$ cat src/hw/rtl/lldq_pkg.sv
// Shared types and constants for the linked list deque.
package lldq_pkg;

  localparam int unsigned Capacity = 64;
  localparam int unsigned SlotW = 7;
  localparam logic [SlotW-1:0] NullSlot = 7'd64;

  localparam logic [2:0] OpInsert = 3'd0;
  localparam logic [2:0] OpDelKey = 3'd1;
  localparam logic [2:0] OpDelFirst = 3'd2;
  localparam logic [2:0] OpDelLast = 3'd3;
  localparam logic [2:0] OpDump = 3'd4;

  localparam logic [1:0] StOk = 2'd0;
  localparam logic [1:0] StNotFound = 2'd1;
  localparam logic [1:0] StEmpty = 2'd2;
  localparam logic [1:0] StFull = 2'd3;

  typedef struct packed {
    logic [2:0]  opcode;
    logic [31:0] key;
  } req_t;

  typedef struct packed {
    logic [1:0]  status;
    logic [31:0] value;
    logic [6:0]  entries;
    logic        last_of_run;
  } rsp_t;

  // Datapath commands issued by the controller.
  typedef enum logic [3:0] {
    CmdNone, CmdLatch, CmdRdFree, CmdInsert, CmdFixHead, CmdRdNode, CmdUnlinkA,
    CmdUnlinkB, CmdUnlinkC, CmdStep, CmdEmit
  } cmd_e;

  typedef struct packed {
    cmd_e        cmd;
    logic [1:0]  status;
    logic        use_value;
    logic        last;
    logic        sel_tail;
  } ctl_t;

  typedef struct packed {
    logic [2:0] opcode;
    logic       empty;
    logic       full;
    logic       cur_null;
    logic       match;
    logic       walk_done;
  } sts_t;

endpackage

$ cat src/hw/rtl/linked_list_deque_with_key_delete.sv
// Top level of the bounded doubly linked list deque with delete by key.
// Busy covers the whole transaction: a full insert, an empty delete or dump and unused
// opcodes end without reading a slot, delete by key visits entries until a match, which it
// unlinks, or the end of the list, and dump gives one result per entry; each visit waits on the registered slot read.
// The last result comes in the final busy cycle; a new transaction is accepted once busy falls.
// Results cannot be stalled by the receiver; reset empties the list at once.
module linked_list_deque_with_key_delete (
  input  logic           clk_i,
  input  logic           rst_ni,
  input  logic           start,
  output logic           busy,
  input  lldq_pkg::req_t req_i,
  output lldq_pkg::rsp_t rsp_o,
  output logic           rsp_valid_o
);

  lldq_pkg::ctl_t ctl;
  lldq_pkg::sts_t sts;
  lldq_pkg::rsp_t dp_rsp;
  logic           dp_valid;
  logic           ctl_busy;
  logic           done;
  logic [lldq_pkg::SlotW-1:0] cnt;
  logic           fix_q;

  lldq_ctrl u_ctrl (
    .clk_i, .rst_ni, .start_i(start), .opcode_i(req_i.opcode),
    .sts_i(sts), .ctl_o(ctl), .busy_o(ctl_busy)
  );

  lldq_datapath u_dp (
    .clk_i, .rst_ni, .req_i, .ctl_i(ctl), .sts_o(sts),
    .rsp_o(dp_rsp), .rsp_valid_o(dp_valid), .cnt_o(cnt)
  );

  // Insert and delete finish in the fix cycle without an emit command.
  assign done = fix_q;

  always_ff @(posedge clk_i or negedge rst_ni) begin
    if (!rst_ni) begin
      fix_q <= 1'b0;
    end else begin
      fix_q <= (ctl.cmd == lldq_pkg::CmdUnlinkC) || (ctl.cmd == lldq_pkg::CmdInsert);
    end
  end

  lldq_emit u_emit (
    .clk_i, .rst_ni, .done_i(done), .dp_valid_i(dp_valid), .dp_rsp_i(dp_rsp),
    .entries_i(cnt), .rsp_o(rsp_o), .valid_o(rsp_valid_o)
  );

  assign busy = ctl_busy;

  property p_busy_after_accept;
    @(posedge clk_i) disable iff (!rst_ni) (start && !busy) |=> busy;
  endproperty
  a_busy_hold: assert property (p_busy_after_accept) else $error("busy not raised");

  a_result_last: assert property (@(posedge clk_i) disable iff (!rst_ni)
    (rsp_valid_o && rsp_o.last_of_run) |=> !busy || ctl.cmd == lldq_pkg::CmdNone)
    else $error("work after last result");

  a_entries_range: assert property (@(posedge clk_i) disable iff (!rst_ni)
    rsp_valid_o |-> rsp_o.entries <= 7'd64) else $error("entries overflow");

endmodule

$ cat src/hw/rtl/lldq_datapath.sv
// Datapath of the linked list deque: slot memories, pointers and result register.
module lldq_datapath (
  input  logic           clk_i,
  input  logic           rst_ni,
  input  lldq_pkg::req_t req_i,
  input  lldq_pkg::ctl_t ctl_i,
  output lldq_pkg::sts_t sts_o,
  output lldq_pkg::rsp_t rsp_o,
  output logic           rsp_valid_o,
  output logic [lldq_pkg::SlotW-1:0] cnt_o
);

  localparam int unsigned AW = lldq_pkg::SlotW - 1;

  logic [31:0] key_mem [lldq_pkg::Capacity];
  logic [lldq_pkg::SlotW-1:0] nxt_mem [lldq_pkg::Capacity];
  logic [lldq_pkg::SlotW-1:0] prv_mem [lldq_pkg::Capacity];

  logic [2:0]  op_q;
  logic [31:0] key_q;
  logic [lldq_pkg::SlotW-1:0] head_q, tail_q, free_q, fresh_q, cnt_q, cur_q, idx_q;
  logic [lldq_pkg::SlotW-1:0] slot_q, rd_nxt_q, rd_prv_q;
  logic [31:0] rd_key_q;
  lldq_pkg::rsp_t rsp_q;
  logic           rsp_valid_q;
  logic           full;
  logic [lldq_pkg::SlotW-1:0] idx_inc;

  assign full = (cnt_q >= lldq_pkg::SlotW'(lldq_pkg::Capacity));
  assign idx_inc = idx_q + 1'b1;

  // Node reads are registered; the controller passes through SRdWait after CmdRdNode/CmdRdFree.
  always_ff @(posedge clk_i) begin
    if (ctl_i.cmd == lldq_pkg::CmdRdNode || ctl_i.cmd == lldq_pkg::CmdRdFree) begin
      rd_key_q <= key_mem[cur_q[AW-1:0]];
      rd_nxt_q <= nxt_mem[cur_q[AW-1:0]];
      rd_prv_q <= prv_mem[cur_q[AW-1:0]];
    end
    unique case (ctl_i.cmd)
      lldq_pkg::CmdInsert: begin
        key_mem[slot_q[AW-1:0]] <= key_q;
        prv_mem[slot_q[AW-1:0]] <= lldq_pkg::NullSlot;
        nxt_mem[slot_q[AW-1:0]] <= head_q;
      end
      lldq_pkg::CmdFixHead: begin
        if (head_q != lldq_pkg::NullSlot) prv_mem[head_q[AW-1:0]] <= slot_q;
      end
      lldq_pkg::CmdUnlinkA: begin
        if (rd_prv_q != lldq_pkg::NullSlot) nxt_mem[rd_prv_q[AW-1:0]] <= rd_nxt_q;
      end
      lldq_pkg::CmdUnlinkB: begin
        if (rd_nxt_q != lldq_pkg::NullSlot) prv_mem[rd_nxt_q[AW-1:0]] <= rd_prv_q;
      end
      lldq_pkg::CmdUnlinkC: nxt_mem[cur_q[AW-1:0]] <= free_q;
      default: ;
    endcase
  end

  always_ff @(posedge clk_i or negedge rst_ni) begin
    if (!rst_ni) begin
      head_q <= lldq_pkg::NullSlot;
      tail_q <= lldq_pkg::NullSlot;
      free_q <= lldq_pkg::NullSlot;
      fresh_q <= '0;
      cnt_q <= '0;
      cur_q <= '0;
      idx_q <= '0;
      slot_q <= '0;
      op_q <= '0;
      key_q <= '0;
      rsp_valid_q <= 1'b0;
      rsp_q <= '0;
    end else begin
      rsp_valid_q <= 1'b0;
      unique case (ctl_i.cmd)
        lldq_pkg::CmdLatch: begin
          op_q <= req_i.opcode;
          key_q <= req_i.key;
          idx_q <= '0;
          if (req_i.opcode == lldq_pkg::OpInsert && free_q != lldq_pkg::NullSlot) begin
            cur_q <= free_q;
            slot_q <= free_q;
          end else begin
            cur_q <= ctl_i.sel_tail ? tail_q : head_q;
            if (req_i.opcode == lldq_pkg::OpInsert && !full) begin
              slot_q <= fresh_q;
              fresh_q <= fresh_q + 1'b1;
            end
          end
        end
        lldq_pkg::CmdRdFree: ;
        lldq_pkg::CmdInsert: begin
          if (free_q == slot_q && free_q != lldq_pkg::NullSlot) free_q <= rd_nxt_q;
          cnt_q <= cnt_q + 1'b1;
        end
        lldq_pkg::CmdFixHead: begin
          if (head_q == lldq_pkg::NullSlot) tail_q <= slot_q;
          head_q <= slot_q;
        end
        lldq_pkg::CmdUnlinkA: begin
          if (rd_prv_q == lldq_pkg::NullSlot) head_q <= rd_nxt_q;
        end
        lldq_pkg::CmdUnlinkB: begin
          if (rd_nxt_q == lldq_pkg::NullSlot) tail_q <= rd_prv_q;
        end
        lldq_pkg::CmdUnlinkC: begin
          free_q <= cur_q;
          cnt_q <= cnt_q - 1'b1;
        end
        lldq_pkg::CmdStep: begin
          cur_q <= rd_nxt_q;
          idx_q <= idx_q + 1'b1;
        end
        lldq_pkg::CmdEmit: begin
          rsp_valid_q <= 1'b1;
          rsp_q.status <= ctl_i.status;
          rsp_q.value <= ctl_i.use_value ? rd_key_q : 32'd0;
          rsp_q.entries <= cnt_q;
          rsp_q.last_of_run <= ctl_i.last;
        end
        default: ;
      endcase
    end
  end

  always_comb begin
    sts_o.opcode = op_q;
    sts_o.empty = (cnt_q == '0);
    sts_o.full = full;
    sts_o.cur_null = (cur_q == lldq_pkg::NullSlot);
    sts_o.match = (rd_key_q == key_q);
    sts_o.walk_done = (idx_inc >= cnt_q) || (rd_nxt_q == lldq_pkg::NullSlot);
  end

  assign rsp_o = rsp_q;
  assign rsp_valid_o = rsp_valid_q;
  assign cnt_o = cnt_q;

endmodule

$ cat src/hw/rtl/lldq_ctrl.sv
// Controller state machine of the linked list deque.
module lldq_ctrl (
  input  logic           clk_i,
  input  logic           rst_ni,
  input  logic           start_i,
  input  logic [2:0]     opcode_i,
  input  lldq_pkg::sts_t sts_i,
  output lldq_pkg::ctl_t ctl_o,
  output logic           busy_o
);

  localparam logic [2:0] SIdle = 3'd0;
  localparam logic [2:0] SDecode = 3'd1;
  localparam logic [2:0] SRdWait = 3'd2;
  localparam logic [2:0] SCheck = 3'd3;
  localparam logic [2:0] SUnB = 3'd4;
  localparam logic [2:0] SUnC = 3'd5;
  localparam logic [2:0] SFix = 3'd6;
  localparam logic [2:0] SDone = 3'd7;

  logic [2:0] state_q, state_d;

  always_comb begin
    state_d = state_q;
    ctl_o = '{cmd: lldq_pkg::CmdNone, status: lldq_pkg::StOk, use_value: 1'b0,
              last: 1'b1, sel_tail: 1'b0};
    unique case (state_q)
      SIdle: begin
        if (start_i) begin
          ctl_o.cmd = lldq_pkg::CmdLatch;
          ctl_o.sel_tail = (opcode_i == lldq_pkg::OpDelLast);
          state_d = SDecode;
        end
      end
      SDecode: begin
        unique case (sts_i.opcode) inside
          lldq_pkg::OpInsert: begin
            if (sts_i.full) begin
              ctl_o.cmd = lldq_pkg::CmdEmit;
              ctl_o.status = lldq_pkg::StFull;
              state_d = SDone;
            end else begin
              ctl_o.cmd = lldq_pkg::CmdRdFree;
              state_d = SRdWait;
            end
          end
          lldq_pkg::OpDelKey, lldq_pkg::OpDelFirst, lldq_pkg::OpDelLast,
          lldq_pkg::OpDump: begin
            if (sts_i.empty || sts_i.cur_null) begin
              ctl_o.cmd = lldq_pkg::CmdEmit;
              ctl_o.status = lldq_pkg::StEmpty;
              state_d = SDone;
            end else begin
              ctl_o.cmd = lldq_pkg::CmdRdNode;
              state_d = SRdWait;
            end
          end
          default: begin
            ctl_o.cmd = lldq_pkg::CmdEmit;
            state_d = SDone;
          end
        endcase
      end
      SRdWait: begin
        state_d = SCheck;
      end
      SCheck: begin
        unique case (sts_i.opcode) inside
          lldq_pkg::OpInsert: begin
            ctl_o.cmd = lldq_pkg::CmdInsert;
            state_d = SFix;
          end
          lldq_pkg::OpDelFirst, lldq_pkg::OpDelLast: begin
            ctl_o.cmd = lldq_pkg::CmdUnlinkA;
            state_d = SUnB;
          end
          lldq_pkg::OpDelKey: begin
            if (sts_i.match) begin
              ctl_o.cmd = lldq_pkg::CmdUnlinkA;
              state_d = SUnB;
            end else if (sts_i.walk_done) begin
              ctl_o.cmd = lldq_pkg::CmdEmit;
              ctl_o.status = lldq_pkg::StNotFound;
              state_d = SDone;
            end else begin
              ctl_o.cmd = lldq_pkg::CmdStep;
              state_d = SDecode;
            end
          end
          default: begin
            ctl_o.cmd = lldq_pkg::CmdEmit;
            ctl_o.use_value = 1'b1;
            ctl_o.last = sts_i.walk_done;
            state_d = sts_i.walk_done ? SDone : SUnC;
          end
        endcase
      end
      SUnB: begin
        ctl_o.cmd = lldq_pkg::CmdUnlinkB;
        state_d = SUnC;
      end
      SUnC: begin
        if (sts_i.opcode == lldq_pkg::OpDump) begin
          ctl_o.cmd = lldq_pkg::CmdStep;
          state_d = SFix;
        end else begin
          ctl_o.cmd = lldq_pkg::CmdUnlinkC;
          state_d = SFix;
        end
      end
      SFix: begin
        if (sts_i.opcode == lldq_pkg::OpDump) begin
          ctl_o.cmd = lldq_pkg::CmdRdNode;
          state_d = SRdWait;
        end else begin
          if (sts_i.opcode == lldq_pkg::OpInsert) ctl_o.cmd = lldq_pkg::CmdFixHead;
          state_d = SDone;
        end
      end
      SDone: begin
        state_d = SIdle;
      end
      default: state_d = SIdle;
    endcase
  end

  always_ff @(posedge clk_i or negedge rst_ni) begin
    if (!rst_ni) begin
      state_q <= SIdle;
    end else begin
      state_q <= state_d;
    end
  end

  assign busy_o = (state_q != SIdle);

endmodule

$ cat src/hw/rtl/lldq_emit.sv
// Result stage: forwards datapath results and adds the final status result for insert and delete operations.
module lldq_emit (
  input  logic           clk_i,
  input  logic           rst_ni,
  input  logic           done_i,
  input  logic           dp_valid_i,
  input  lldq_pkg::rsp_t dp_rsp_i,
  input  logic [6:0]     entries_i,
  output lldq_pkg::rsp_t rsp_o,
  output logic           valid_o
);

  logic pend_q;

  always_ff @(posedge clk_i or negedge rst_ni) begin
    if (!rst_ni) begin
      pend_q <= 1'b0;
    end else begin
      pend_q <= done_i;
    end
  end

  always_comb begin
    valid_o = dp_valid_i || pend_q;
    rsp_o = dp_rsp_i;
    if (pend_q) begin
      rsp_o = '{status: lldq_pkg::StOk, value: 32'd0, entries: entries_i, last_of_run: 1'b1};
    end
  end

endmodule
$ cat config.mk
export PLATFORM = sky130hd
export DESIGN_NAME = linked_list_deque_with_key_delete
export DESIGN_NICKNAME = d
export VERILOG_FILES = /design/src/hw/rtl/lldq_pkg.sv /design/src/hw/rtl/linked_list_deque_with_key_delete.sv /design/src/hw/rtl/lldq_datapath.sv /design/src/hw/rtl/lldq_ctrl.sv /design/src/hw/rtl/lldq_emit.sv
export SDC_FILE = /design/constraint.sdc
export NUM_CORES = 2
export LEC_CHECK = 0
export BUFFER_PORTS_ARGS = -buffer_cell sky130_fd_sc_hd__clkbuf_2
export CORE_MARGIN = 2
export CORE_UTILIZATION = 33
export DETAILED_ROUTE_END_ITERATION = 7
export HOLD_SLACK_MARGIN = 0.08
export SLEW_MARGIN = 20
export SYNTH_ARGS = -nofsm -noshare
export SYNTH_HDL_FRONTEND = slang
export SYNTH_HIERARCHICAL = 1
export SYNTH_SLANG_ARGS = --single-unit
export TNS_END_PERCENT = 100
$ cat constraint.sdc
create_clock -name clk_i -period 8.2 [get_ports clk_i]
set_input_delay 0.82 -clock clk_i [delete_from_list [all_inputs] [get_ports clk_i]]
set_output_delay 0.82 -clock clk_i [all_outputs]
set_load 0.005 [all_outputs]
==> flow_summary.yaml <==
drt:
  drc: 0
  ant_nets: 0
  drt_iter0_drc: 7741
  dr.pass1.iters: 6
  via_count: 61600
  drt-vias-per-instance: 5.41
  routed_wl_microns: 330000
  wl_per_cell_microns: 29.0
hold_path:
  hp-start: "req_i[7]"
  hp-class: "input pin to register"
critical_path:
  r2r_end: "u_dp/nxt_mem[13][5]"
  path_max_fanout: 66
  critPathCapture: "u_dp/nxt_mem[13][5]"
  crit_type: "register to register"
  r2r_slack_ns: 1.14
  cp.required_ns: 8.69
  startpoint: "u_dp/key_q[19]"
  worstPathArrival_ns: 7.55
  startpoint_type: "register"
  endpoint_kind: "register"
  worstRegToRegCells: 18
  reg2reg_from: "u_dp/key_q[19]"
synth:
  yosys_warnings: 6
  synth_cell_types: 88
  synth_fp_nets: 5960
  synth_edf_count: 2990
  netlist_instances: 5907
  synth_area_leaders: "edfxtp_1 73%, mux4_2 14%, dfrtp_1 2.8%"
  ys_seq_elements: 3129
  synth_ff_type: "edfxtp_1"
  synthArstFlopShare: 0.0444
  ys_seq_area_frac: 0.761
  avgSynthCellArea_sq_um: 20.7
  synth_top_cell_area_share: 0.733
  synth_top_area_cell: "edfxtp_1"
  syn_area_sq_um: 122000
clock_network:
  h-tree-depth: 5
  cts_buffers: 310
  root_buffer: "clkbuf_16"
  cts_tree: "done"
  cts_buffer_depth: 4
  numClockSinks: 3129
  postCtsSetupBuffers: 0
  cts.reportedPaths.clkPinSlew_ns: 0.06
  clk_latency_ns: 0.87
  cts_hold_buffers: 1
  cts_resized: 0
sta:
  fin_ws_ns: 1.14
  setup-violations-final: 0
  rsz0062_at_grt: "false"
  hold_ws_ns: 0.194
  post-route-period-util: 0.862
  slew_violations: 0
  worst-slew-pin-transition_ns: 1.17
  slew_headroom: 0.221
  clock-skew-final_ns: 0.0453
  period_needed_ns: 7.06
  fmax_ghz: 0.142
  setup_tns_ns: 0
  hold_viol: 0
floorplanning:
  io_pins: 82
  rows: 223
  die_y_microns: 613
  design.core.area_sq_um: 369000
  die_w_microns: 613
  dieArea_sq_um: 376000
  start_util: 0.332
final_layout:
  layout-drive-gt1-share: 0.264
  n_fill_cell: 33100
  final_common_cell: "edfxtp_1"
  most-common-layout-cells: "2,990 x edfxtp_1, 744 x mux4_2, 324 x clkbuf_16"
  fin_nets: 6233
  area_growth_pct: 14.3
pwr:
  power_leakage_nw: 43.5
  seqPwrFrac: 0.434
  power_mw: 49.3
  cellPowerDensity_nw_per_um2: 352
  p_sw_frac: 0.323
  clkPwrFrac: 0.286
  internal-power_mw: 33.4
  switchingPower_mw: 15.9
  ir_drop_v: 0.000277
  p_comb_frac: 0.280
grt:
  grt_pass1_vias: 61600
  grt_start_max_net_pins: 109
  grt_pass1_wl_microns: 468000
  overflow: 0
  grt_usage: 0.173
  antenna_found_initial: 38
placed_design:
  place_congestion: 0.846
  hpwl_microns: 198000
  place_ws_ns: 1.24
  portBuffers: 81
flow_run:
  cap_violations: 0
run_status:
  status: "finished, final reports clean"
==> power groups by stage <==
| stage | Combinational, mW | Sequential, mW | Clock, mW |
|---|---|---|---|
| after floorplan | 7.66 | 22.2 | 0 |
| after global placement | 13.7 | 21.7 | 0 |
| after detailed placement | 13.8 | 21.7 | 0 |
| after CTS | 13.9 | 21.4 | 14.3 |
| after global routing | 14.6 | 21.5 | 14.9 |
| final | 13.8 | 21.4 | 14.1 |
==> layer usage <==
metal,vias to the layer above,routed length (microns),part of all wire,GRT usage
met5,-,0,0,0
met4,0,9830,0.030,0.0561
met3,514,24500,0.074,0.0249
met2,2807,164000,0.50,0.286
met1,33200,132000,0.40,0.234
li1,25100,-,-,-
==> cells by family (layout without fill, tap and decap cells) <==
logic type | count (synthesis) | count (layout) | synth area share
AOI/OAI and AO/OA | 523 | 523 | 0.0302
xor gates and xnor gates | 54 | 54 | 0.00386
adders and majority gates | 15 | 15 | 0.00159
buffers and inverters | 363 | 875 | 0.0134
DFF | 3129 | 3129 | 0.761
muxes | 1017 | 1017 | 0.160
other | 0 | 14 | 0
and+or+nand+nor | 806 | 806 | 0.0298
==> critical path: stages, from the launching register on <==
cell       delay, ns
dfrtp_2         0.34
buf_4           0.58
xor2_1          0.15
nor4_1          0.35
nand4_1         0.27
nor2_1          0.76
buf_4           0.29
nor3b_2         0.08
a21oi_1         0.25
a21oi_1         0.08
o21ai_1         0.13
buf_4           0.22
and4bb_1        0.59
o41ai_4         0.26
clkbuf_8        0.25
a2bb2oi_1       0.25
nor2_1          0.14
nand3b_1        0.84
nor2_1          0.81
==> synthesized netlist by cell type, types with 23 or more instances <==
library cell,n
edfxtp_1,2990
nor2_1,294
o22ai_1,25
nand3_1,41
mux2_2,41
inv_1,23
nand2_1,283
a32o_1,24
o21ai_0,122
xor2_1,47
a21oi_1,82
buf_2,96
and2_1,23
a22oi_1,41
buf_1,50
nor2b_1,36
clkbuf_1,161
a221oi_1,56
mux4_2,744
a221o_1,27
dfrtp_1,136
mux2i_1,228
==> area by class of cell <==
class | instances | area, sq um | area share
timing repair buffer | 299 | 2130 | 0.0152
sequential | 3129 | 93300 | 0.667
inverter | 25 | 104 | 0.000742
clock inverter | 145 | 1360 | 0.00973
tap | 4950 | 6190 | 0.0442
antenna | 14 | 35.0 | 0.000250
clock buffer | 406 | 8580 | 0.0612
multi-input combinational | 2415 | 28300 | 0.202
==> state kept, by name, summed over array words and instances, names as in the netlist, 32 cells and up <==
signal / flops
u_dp/prv_mem: 448
u_dp/key_q: 32
u_dp/key_mem: 2048
u_dp/nxt_mem: 448
u_dp/rsp_o: 42
u_dp/rd_key_q: 32
==> worst min-delay path by stage <==
stage	to	depth (start not counted)	slack (ns)
after detailed placement	u_emit/pend_q	0	0.35
after global placement	u_emit/pend_q	0	0.34
final	u_dp/key_q[7]	2	0.19
after CTS	u_dp/key_q[20]	2	0.14
after floorplan	u_emit/pend_q	0	0.33
after global routing	u_dp/key_q[0]	2	0.17
==> metrics by stage <==
stage	utilization	area (sq um)	cells
floorplan	-	122000	5907
global placement	0.352	130000	10800
detailed placement	0.352	130000	10800
CTS	0.379	140000	11400
global route	0.379	140000	11400
finish	0.379	140000	11400
Note: power is estimated with default switching activity, not from simulation.
